### src/rtl/scfr_pkg.sv
// ----------------------------------------------------------------------------
// scfr_pkg
// Shared types and constants of the start-character / CR LF frame receiver.
// ----------------------------------------------------------------------------
package scfr_pkg;

   localparam int LEN_W   = 8;
   localparam int BYTE_W  = 8;
   localparam int INDEX_W = 7;
   localparam int KIND_W  = 2;

   localparam logic [BYTE_W-1:0] START_CHAR      = 8'h2A;
   localparam logic [BYTE_W-1:0] LINE_FEED       = 8'h0A;
   localparam logic [BYTE_W-1:0] CARRIAGE_RETURN = 8'h0D;

   typedef enum logic [KIND_W-1:0] {
      KIND_BYTE    = 2'd0,
      KIND_READ    = 2'd1,
      KIND_RELEASE = 2'd2
   } kind_type;

   // One classified item travelling from the front to the back.
   typedef struct packed {
      logic              frame_ready;
      logic [LEN_W-1:0]  frame_length;
      logic              read_valid;
      logic [LEN_W-1:0]  read_addr;
      logic              write_en;
      logic [LEN_W-1:0]  write_addr;
      logic [BYTE_W-1:0] write_data;
   } cmd_type;

endpackage

### src/rtl/start_char_crlf_frame_receiver.sv
// ----------------------------------------------------------------------------
// start_char_crlf_frame_receiver
// Captures an asterisk-started, CR LF terminated ASCII frame for software.
// ----------------------------------------------------------------------------
// Each item is a received byte, a read of one store entry or a release of
// the held frame, and each item yields exactly one result carrying the frame
// status after that item (ready flag and held length) plus the read byte on
// a valid read. An asterisk always restarts the frame; other bytes append
// until the store of BUFFER_DEPTH bytes is full; a line feed preceded by a
// carriage return completes the frame once three or more bytes are held, and
// the frame then ignores all bytes but an asterisk until released. The block
// takes one item per clock while the queue has room: the front classifies the
// item and updates the status registers in the cycle of acceptance, a
// two-entry queue carries the classified item to the back, and the back
// performs the single store write or registered store read and holds the
// result in its output registers; either side may stall without stopping
// the other until the queue fills. The store has no reset; only entries
// below the held length can be read, and those have always been written.
// ----------------------------------------------------------------------------
module start_char_crlf_frame_receiver import scfr_pkg::*; #(
   parameter int BUFFER_DEPTH = 128
) (
   input  logic               clock,
   input  logic               reset,
   input  logic               req_valid,
   output logic               req_ready,
   input  logic [KIND_W-1:0]  req_kind,
   input  logic [BYTE_W-1:0]  req_rx_byte,
   input  logic [INDEX_W-1:0] req_read_index,
   output logic               rsp_valid,
   input  logic               rsp_ready,
   output logic               rsp_frame_ready,
   output logic [LEN_W-1:0]   rsp_frame_length,
   output logic               rsp_read_valid,
   output logic [BYTE_W-1:0]  rsp_read_data
);

   // front to queue
   logic    push_valid;
   logic    push_ready;
   cmd_type push_data;
   // queue to back
   logic    pop_valid;
   logic    pop_ready;
   cmd_type pop_data;

   // Classify items and advance the frame status on acceptance.
   scfr_front #(
      .BUFFER_DEPTH (BUFFER_DEPTH)
   ) u_front (
      .clock          (clock),
      .reset          (reset),
      .req_valid      (req_valid),
      .req_ready      (req_ready),
      .req_kind       (req_kind),
      .req_rx_byte    (req_rx_byte),
      .req_read_index (req_read_index),
      .push_valid     (push_valid),
      .push_ready     (push_ready),
      .push_data      (push_data)
   );

   // Decouple the two halves so that each may stall on its own.
   scfr_queue u_queue (
      .clock      (clock),
      .reset      (reset),
      .push_valid (push_valid),
      .push_ready (push_ready),
      .push_data  (push_data),
      .pop_valid  (pop_valid),
      .pop_ready  (pop_ready),
      .pop_data   (pop_data)
   );

   // Write or read the store in item order and hold the result.
   scfr_back #(
      .BUFFER_DEPTH (BUFFER_DEPTH)
   ) u_back (
      .clock            (clock),
      .reset            (reset),
      .pop_valid        (pop_valid),
      .pop_ready        (pop_ready),
      .pop_data         (pop_data),
      .rsp_valid        (rsp_valid),
      .rsp_ready        (rsp_ready),
      .rsp_frame_ready  (rsp_frame_ready),
      .rsp_frame_length (rsp_frame_length),
      .rsp_read_valid   (rsp_read_valid),
      .rsp_read_data    (rsp_read_data)
   );

endmodule

### src/rtl/scfr_front.sv
// ----------------------------------------------------------------------------
// scfr_front
// Accepts items, keeps frame status and issues store writes and reads.
// ----------------------------------------------------------------------------
module scfr_front import scfr_pkg::*; #(
   parameter int BUFFER_DEPTH = 128
) (
   input  logic               clock,
   input  logic               reset,
   input  logic               req_valid,
   output logic               req_ready,
   input  logic [KIND_W-1:0]  req_kind,
   input  logic [BYTE_W-1:0]  req_rx_byte,
   input  logic [INDEX_W-1:0] req_read_index,
   output logic               push_valid,
   input  logic               push_ready,
   output cmd_type            push_data
);

   localparam logic [LEN_W-1:0] DEPTH_LEN = LEN_W'(BUFFER_DEPTH);

   logic [LEN_W-1:0]  len_ff, len_in;
   logic              complete_ff, complete_in;
   logic [BYTE_W-1:0] last_ff, last_in;   // store[len-1]
   logic [BYTE_W-1:0] prev_ff, prev_in;   // store[len-2]
   logic              accept;
   logic              has_room;
   logic [LEN_W-1:0]  index_ext;

   assign accept     = req_valid && push_ready;
   assign req_ready  = push_ready;
   assign push_valid = req_valid;
   assign has_room   = (len_ff < DEPTH_LEN);
   assign index_ext  = LEN_W'(req_read_index);

   always_comb begin
      len_in      = len_ff;
      complete_in = complete_ff;
      last_in     = last_ff;
      prev_in     = prev_ff;
      push_data   = '0;
      unique case (req_kind)
         KIND_BYTE: begin
            if (req_rx_byte == START_CHAR) begin
               complete_in          = 1'b0;
               len_in               = LEN_W'(1);
               last_in              = req_rx_byte;
               push_data.write_en   = 1'b1;
               push_data.write_addr = '0;
               push_data.write_data = req_rx_byte;
            end else if (!complete_ff) begin
               if (has_room) begin
                  len_in               = len_ff + LEN_W'(1);
                  prev_in              = last_ff;
                  last_in              = req_rx_byte;
                  push_data.write_en   = 1'b1;
                  push_data.write_addr = len_ff;
                  push_data.write_data = req_rx_byte;
               end
               // a full store drops the byte but still checks the held tail
               if (req_rx_byte == LINE_FEED) begin
                  if (has_room) begin
                     if (len_ff >= LEN_W'(2) && last_ff == CARRIAGE_RETURN) begin
                        complete_in = 1'b1;
                     end
                  end else if (prev_ff == CARRIAGE_RETURN) begin
                     complete_in = 1'b1;
                  end
               end
            end
         end
         KIND_READ: begin
            if (complete_ff && index_ext < len_ff && index_ext < DEPTH_LEN) begin
               push_data.read_valid = 1'b1;
               push_data.read_addr  = index_ext;
            end
         end
         KIND_RELEASE: begin
            if (complete_ff && len_ff != '0) begin
               complete_in = 1'b0;
               len_in      = '0;
            end
         end
         default: begin
         end
      endcase
      push_data.frame_ready  = complete_in;
      push_data.frame_length = len_in;
   end

   always_ff @(posedge clock) begin
      if (reset) begin
         len_ff      <= '0;
         complete_ff <= 1'b0;
      end else if (accept) begin
         len_ff      <= len_in;
         complete_ff <= complete_in;
      end
   end

   always_ff @(posedge clock) begin
      if (accept) begin
         last_ff <= last_in;
         prev_ff <= prev_in;
      end
   end

   a_len_bounded : assert property (@(posedge clock) disable iff (reset)
      len_ff <= DEPTH_LEN)
      else $error("held length exceeds the store depth");

   a_complete_len : assert property (@(posedge clock) disable iff (reset)
      complete_ff |-> len_ff >= LEN_W'(3))
      else $error("frame complete with fewer than three bytes");

   a_start_restarts : assert property (@(posedge clock) disable iff (reset)
      accept && req_kind == KIND_BYTE && req_rx_byte == START_CHAR
      |=> len_ff == LEN_W'(1) && !complete_ff)
      else $error("start character did not restart the frame");

endmodule

### src/rtl/scfr_queue.sv
// ----------------------------------------------------------------------------
// scfr_queue
// Two-entry queue of classified items between the front and the back.
// ----------------------------------------------------------------------------
module scfr_queue import scfr_pkg::*; (
   input  logic    clock,
   input  logic    reset,
   input  logic    push_valid,
   output logic    push_ready,
   input  cmd_type push_data,
   output logic    pop_valid,
   input  logic    pop_ready,
   output cmd_type pop_data
);

   cmd_type      entry_ff [2];
   logic         wr_ptr_ff, wr_ptr_in;
   logic         rd_ptr_ff, rd_ptr_in;
   logic [1:0]   count_ff, count_in;
   logic         push, pop;

   assign push_ready = (count_ff != 2'd2);
   assign pop_valid  = (count_ff != 2'd0);
   assign pop_data   = entry_ff[rd_ptr_ff];
   assign push       = push_valid && push_ready;
   assign pop        = pop_valid && pop_ready;

   always_comb begin
      wr_ptr_in = push ? !wr_ptr_ff : wr_ptr_ff;
      rd_ptr_in = pop ? !rd_ptr_ff : rd_ptr_ff;
      count_in  = count_ff;
      if (push && !pop) begin
         count_in = count_ff + 2'd1;
      end else if (pop && !push) begin
         count_in = count_ff - 2'd1;
      end
   end

   always_ff @(posedge clock) begin
      if (reset) begin
         wr_ptr_ff <= 1'b0;
         rd_ptr_ff <= 1'b0;
         count_ff  <= 2'd0;
      end else begin
         wr_ptr_ff <= wr_ptr_in;
         rd_ptr_ff <= rd_ptr_in;
         count_ff  <= count_in;
      end
   end

   always_ff @(posedge clock) begin
      if (push) begin
         entry_ff[wr_ptr_ff] <= push_data;
      end
   end

   a_count_bounded : assert property (@(posedge clock) disable iff (reset)
      count_ff <= 2'd2)
      else $error("queue count out of range");

   a_ptr_match : assert property (@(posedge clock) disable iff (reset)
      (count_ff == 2'd0 || count_ff == 2'd2) |-> wr_ptr_ff == rd_ptr_ff)
      else $error("queue pointers disagree with count");

   a_count_track : assert property (@(posedge clock) disable iff (reset)
      push && !pop |=> count_ff == $past(count_ff) + 2'd1)
      else $error("queue count did not follow a push");

endmodule

### src/rtl/scfr_back.sv
// ----------------------------------------------------------------------------
// scfr_back
// Owns the frame store: carries out writes and reads, holds the result.
// ----------------------------------------------------------------------------
module scfr_back import scfr_pkg::*; #(
   parameter int BUFFER_DEPTH = 128
) (
   input  logic              clock,
   input  logic              reset,
   input  logic              pop_valid,
   output logic              pop_ready,
   input  cmd_type           pop_data,
   output logic              rsp_valid,
   input  logic              rsp_ready,
   output logic              rsp_frame_ready,
   output logic [LEN_W-1:0]  rsp_frame_length,
   output logic              rsp_read_valid,
   output logic [BYTE_W-1:0] rsp_read_data
);

   localparam int ADDR_W = $clog2(BUFFER_DEPTH);

   logic [BYTE_W-1:0] store_mem [BUFFER_DEPTH];
   logic              valid_ff;
   logic              ready_ff;
   logic [LEN_W-1:0]  length_ff;
   logic              rd_valid_ff;
   logic [BYTE_W-1:0] rd_data_ff;
   logic              take;

   assign pop_ready = !valid_ff || rsp_ready;
   assign take      = pop_valid && pop_ready;

   always_ff @(posedge clock) begin
      if (reset) begin
         valid_ff <= 1'b0;
      end else if (pop_ready) begin
         valid_ff <= pop_valid;
      end
   end

   always_ff @(posedge clock) begin
      if (take) begin
         ready_ff    <= pop_data.frame_ready;
         length_ff   <= pop_data.frame_length;
         rd_valid_ff <= pop_data.read_valid;
      end
   end

   always_ff @(posedge clock) begin
      if (take && pop_data.write_en) begin
         store_mem[pop_data.write_addr[ADDR_W-1:0]] <= pop_data.write_data;
      end
   end

   always_ff @(posedge clock) begin
      if (take && pop_data.read_valid) begin
         rd_data_ff <= store_mem[pop_data.read_addr[ADDR_W-1:0]];
      end
   end

   assign rsp_valid        = valid_ff;
   assign rsp_frame_ready  = ready_ff;
   assign rsp_frame_length = length_ff;
   assign rsp_read_valid   = rd_valid_ff;
   assign rsp_read_data    = rd_valid_ff ? rd_data_ff : '0;

   a_read_needs_frame : assert property (@(posedge clock) disable iff (reset)
      valid_ff && rd_valid_ff |-> ready_ff && rd_data_ff == rsp_read_data)
      else $error("read result without a complete frame");

   a_hold_on_stall : assert property (@(posedge clock) disable iff (reset)
      valid_ff && !rsp_ready |=> valid_ff && $stable(length_ff) && $stable(ready_ff))
      else $error("result changed while stalled");

   a_no_write_with_read : assert property (@(posedge clock) disable iff (reset)
      take |-> !(pop_data.write_en && pop_data.read_valid))
      else $error("item both writes and reads the store");

endmodule

### config.mk
export PLATFORM = sky130hd
export DESIGN_NAME = start_char_crlf_frame_receiver
export DESIGN_NICKNAME = d
export VERILOG_FILES = /design/src/rtl/scfr_pkg.sv /design/src/rtl/start_char_crlf_frame_receiver.sv /design/src/rtl/scfr_front.sv /design/src/rtl/scfr_queue.sv /design/src/rtl/scfr_back.sv
export SDC_FILE = /design/constraint.sdc
export NUM_CORES = 2
export LEC_CHECK = 0
export BUFFER_PORTS_ARGS = -buffer_cell sky130_fd_sc_hd__buf_4
export CAP_MARGIN = 20
export CORE_UTILIZATION = 58
export CTS_BUF_LIST = sky130_fd_sc_hd__clkbuf_8
export CTS_CLUSTER_DIAMETER = 100
export DETAILED_ROUTE_END_ITERATION = 10
export PLACE_DENSITY = 0.72
export SETUP_SLACK_MARGIN = 0.3
export SYNTH_ARGS = -nofsm -noshare
export SYNTH_HDL_FRONTEND = slang
export SYNTH_SLANG_ARGS = --single-unit
### constraint.sdc
create_clock -name clock -period 5.5 [get_ports clock]
set_input_delay 0.55 -clock clock [delete_from_list [all_inputs] [get_ports clock]]
set_output_delay 0.55 -clock clock [all_outputs]
set_load 0.1 [all_outputs]
==> results.md <==
* Status: finished clean
* WS Path Type: reg -> reg
* Commonest non-fill, non-tap cell in the layout: edfxtp_1
* Most frequent cells in the layout: 1124 x edfxtp_1, 344 x nand2_1, 173 x nor2_1, 173 x clkbuf_8, 150 x a21oi_1
* Vias at 25589
* Clk sink count at 1139
* Req. time, crit path at 6.03 ns
* # setup viols final at 0
* # IOs at 41
* Largest net degree at the start of global routing at 96
* Number of DRC markers in iteration 0 at 3092
* Final Hold Viols at 0
* CTS max path bufs at 3
* Core ar. at 0.0763 mm^2
* Area of the mapped netlist at 0.0450 mm^2
* Post-DP HPWL at 65900 um
* Area Overhead vs Synth at 11.3%
* Worst slew pin tran at 1.14 ns
* RSZ-0062 raised after global routing: no
* Peak Freq at between 200 and 250 MHz
* PortBufs at 40
* Area leader, netlist: edfxtp_1
* Hold Crit Class: in -> reg
* First-pass DRT Iterations at 6
* Fin worst setup slack at 1.26 ns
* TritonCTS Buffers at ~170
* Routed WL per cell at between 20 and 30 um
* GPL Wtd Cong at roughly 0.9
* Crit share post-route at 77.1%
* CTS clock-pin slew for the worst setup and hold paths at 0.07 ns
* Routed WL at approximately 110000 um
* Initial antenna violation count at 3
* Root buf cell: clkbuf_8
* Total gr overflow at 0
* CP peak stage delay at around 0.89 ns
* Slowest stage cell, crit path: dfxtp_2
* Max-slew violation count at 0
* Synth Instances at 2670
* Register share of total power at a little under half
* Initial Util at 58.9%
* CP max FO at 78
* CTS hold repair buffers at 12
* Final ANT Viol Nets at 0
* Site Rows at 101
* Fraction of layout cells with a size suffix above 1 at 17.6%
* Chip width at 280 um
* Placement Setup Slack at between 1 and 1.5 ns
* Post-synth top flop: edfxtp_1
* Tmin final at between 4 and 5 ns
* Post-Place Cell Area at 0.0468 mm^2
* CP startpoint kind: register
* Register area share after synthesis at 75.8%
* Leak at 16.4 nW
* Die Area at roughly 0.079 mm^2
* Setup TNS at 0 ns
* Clk Latency, worst-skew pair at between 0.8 and 0.9 ns
* Avg Cell Area, Syn at 16.8 um^2
* Synth async-reset ratio at 0%
* Crit end category: register
* Nets at 2882
* Post-synth EDFFs at 1124
* Vias per inst at 6.37
* Post-CTS Setup Inserts at 0
* WHS at 0.0794 ns
* Resized Gates After CTS at 0
* Clock power share at 26.4%
* Int Pwr at 15.6 mW
* Die H at 280 um
* Worst rel slew slack at 24.0%
* # DRC at 0
* Clock Skew at about 0.029 ns
* Gr usage total at 28.4%
* VDD IR max at 0.664 mV
* Number of global-route vias before repair at about 26000
* Number of register bits inferred by synthesis at between 1000 and 1500
* PwrDens at 474 mW/mm^2
* Critical Path, Cell by Cell: mux2_8 -> buf_4 -> mux4_2 -> a211oi_1 -> a31oi_1 -> o22ai_1 -> nor3_1
* Worst Path Arrival at 4.77 ns
* Combinational share of power at ~28%
* Final Power at 23.7 mW
* Net Switching at 8.07 mW
* Synth top area share at 75.1%
* Global-route wire length before repair at between 150000 and 200000 um
* Sw Ratio at 34.0%
* Syn. warnings at 0
* Syn_nets at 2702
* Top post-synthesis cells by area: edfxtp_1 75%, mux4_2 6.6%, nand2_1 2.9%, mux2i_1 2.9%, a21oi_1 1.7%
* H-tree depth at 4
* Max-Cap Viols at 0
* CTS tree: built
* Fin area at 0.0500 mm^2
* Netlist cell types at 50
-- worst max-delay path: cells and delay by family (launching register included) --
family | cells | cell delay (ns)
muxes | 2 | 1.46
AOI/OAI and AO/OA | 3 | 0.93
DFF | 1 | 0.89
buffers and inverters | 1 | 0.45
and+or+nand+nor | 1 | 0.13
-- routing by layer --
layer / vias to the layer above / wire (um) / global-route usage [%]
met4: 0 / 3610 / 10.8
li1: 10898 / - / -
met1: 12973 / 42200 / 39.8
met2: 1503 / 51500 / 44.0
met5: - / 0 / 0
met3: 215 / 11300 / 6.25
-- power by group through the flow --
stage,clock network (mW),registers (mW),logic [mW]
6_report,6.25,10.8,6.61
2_1_floorplan,0,11.2,4.03
4_1_cts,6.32,10.8,6.55
5_1_grt,6.69,10.9,6.96
3_3_place_gp,0,11.0,6.39
3_5_place_dp,0,11.0,6.52
-- worst paths after layout --
kind | startpoint | end | slack [ns] | cells after the start
setup / recovery | register | u_back.rd_data_ff[7] | 1.26 | 7
hold / removal | req_read_index[3] | u_queue.entry_ff[1][20] | 0.08 | 2
setup reg to reg | register | u_back.rd_data_ff[7] | 1.26 | 7
hold reg to reg | u_front.last_ff[3] | u_front.prev_ff[3] | 0.45 | 0
-- layout make-up --
cell class              count  area, um^2
clock buffers             173        2380
diodes                      1        2.50
repair buffers            149        1310
flip-flops and latches   1139       34100
fillers                  5173       26300
clock inverters           140         688
multi-input cells        1365       10200
inverters                  22        82.6
well taps                1030        1290
-- through the flow --
step	utilization [%]	std cells
2_1_floorplan	-	2670
3_3_place_gp	61.3	3690
3_5_place_dp	61.3	3691
4_1_cts	65.4	4016
5_1_grt	65.5	4019
6_report	65.5	4019
-- sequential cells by signal (all words and copies together) (netlist names), named ones only --
register                 count
u_back.store_mem          1024
u_queue.entry_ff            66
u_back.rd_data_ff            8
u_back.rsp_frame_length      8
u_front.last_ff              8
u_front.len_ff               8
u_front.prev_ff              8
u_queue.count_ff             2
u_back.rsp_frame_ready       1
u_back.rsp_read_valid        1
u_back.rsp_valid             1
u_front.complete_ff          1
u_queue.rd_ptr_ff            1
u_queue.wr_ptr_ff            1
-- synth_stat cells, types with 7 or more instances --
cell	number
edfxtp_1	1124
nand2_1	344
nor2_1	174
a21oi_1	152
mux4_2	131
mux2i_1	128
clkbuf_1	66
nor4_1	58
o22ai_1	52
buf_2	42
and2_1	37
o221ai_1	31
o21ai_0	27
a31oi_1	26
a211oi_1	23
mux2_2	23
inv_1	22
nand3_1	19
buf_6	18
nor3_1	18
dfxtp_1	15
o211ai_1	14
buf_1	12
ha_1	11
nand2b_1	11
o21ai_1	11
o32ai_1	11
nor3b_1	8
a221oi_2	7
-- cell families (layout without fill, tap and decap cells) --
family                     after synthesis  in the layout  synth area share (%)
DFF                                   1139           1139                  75.8
and+or+nand+nor                        689            689                  6.67
AOI/OAI and AO/OA                      378            378                  5.32
muxes                                  283            283                  10.0
buffers and inverters                  166            484                  1.85
adders and majority gates               11             11                 0.306
xor gates and xnor gates                 4              4                0.0780
other                                    0              1                     0
Note: power is estimated with default switching activity, not from simulation.
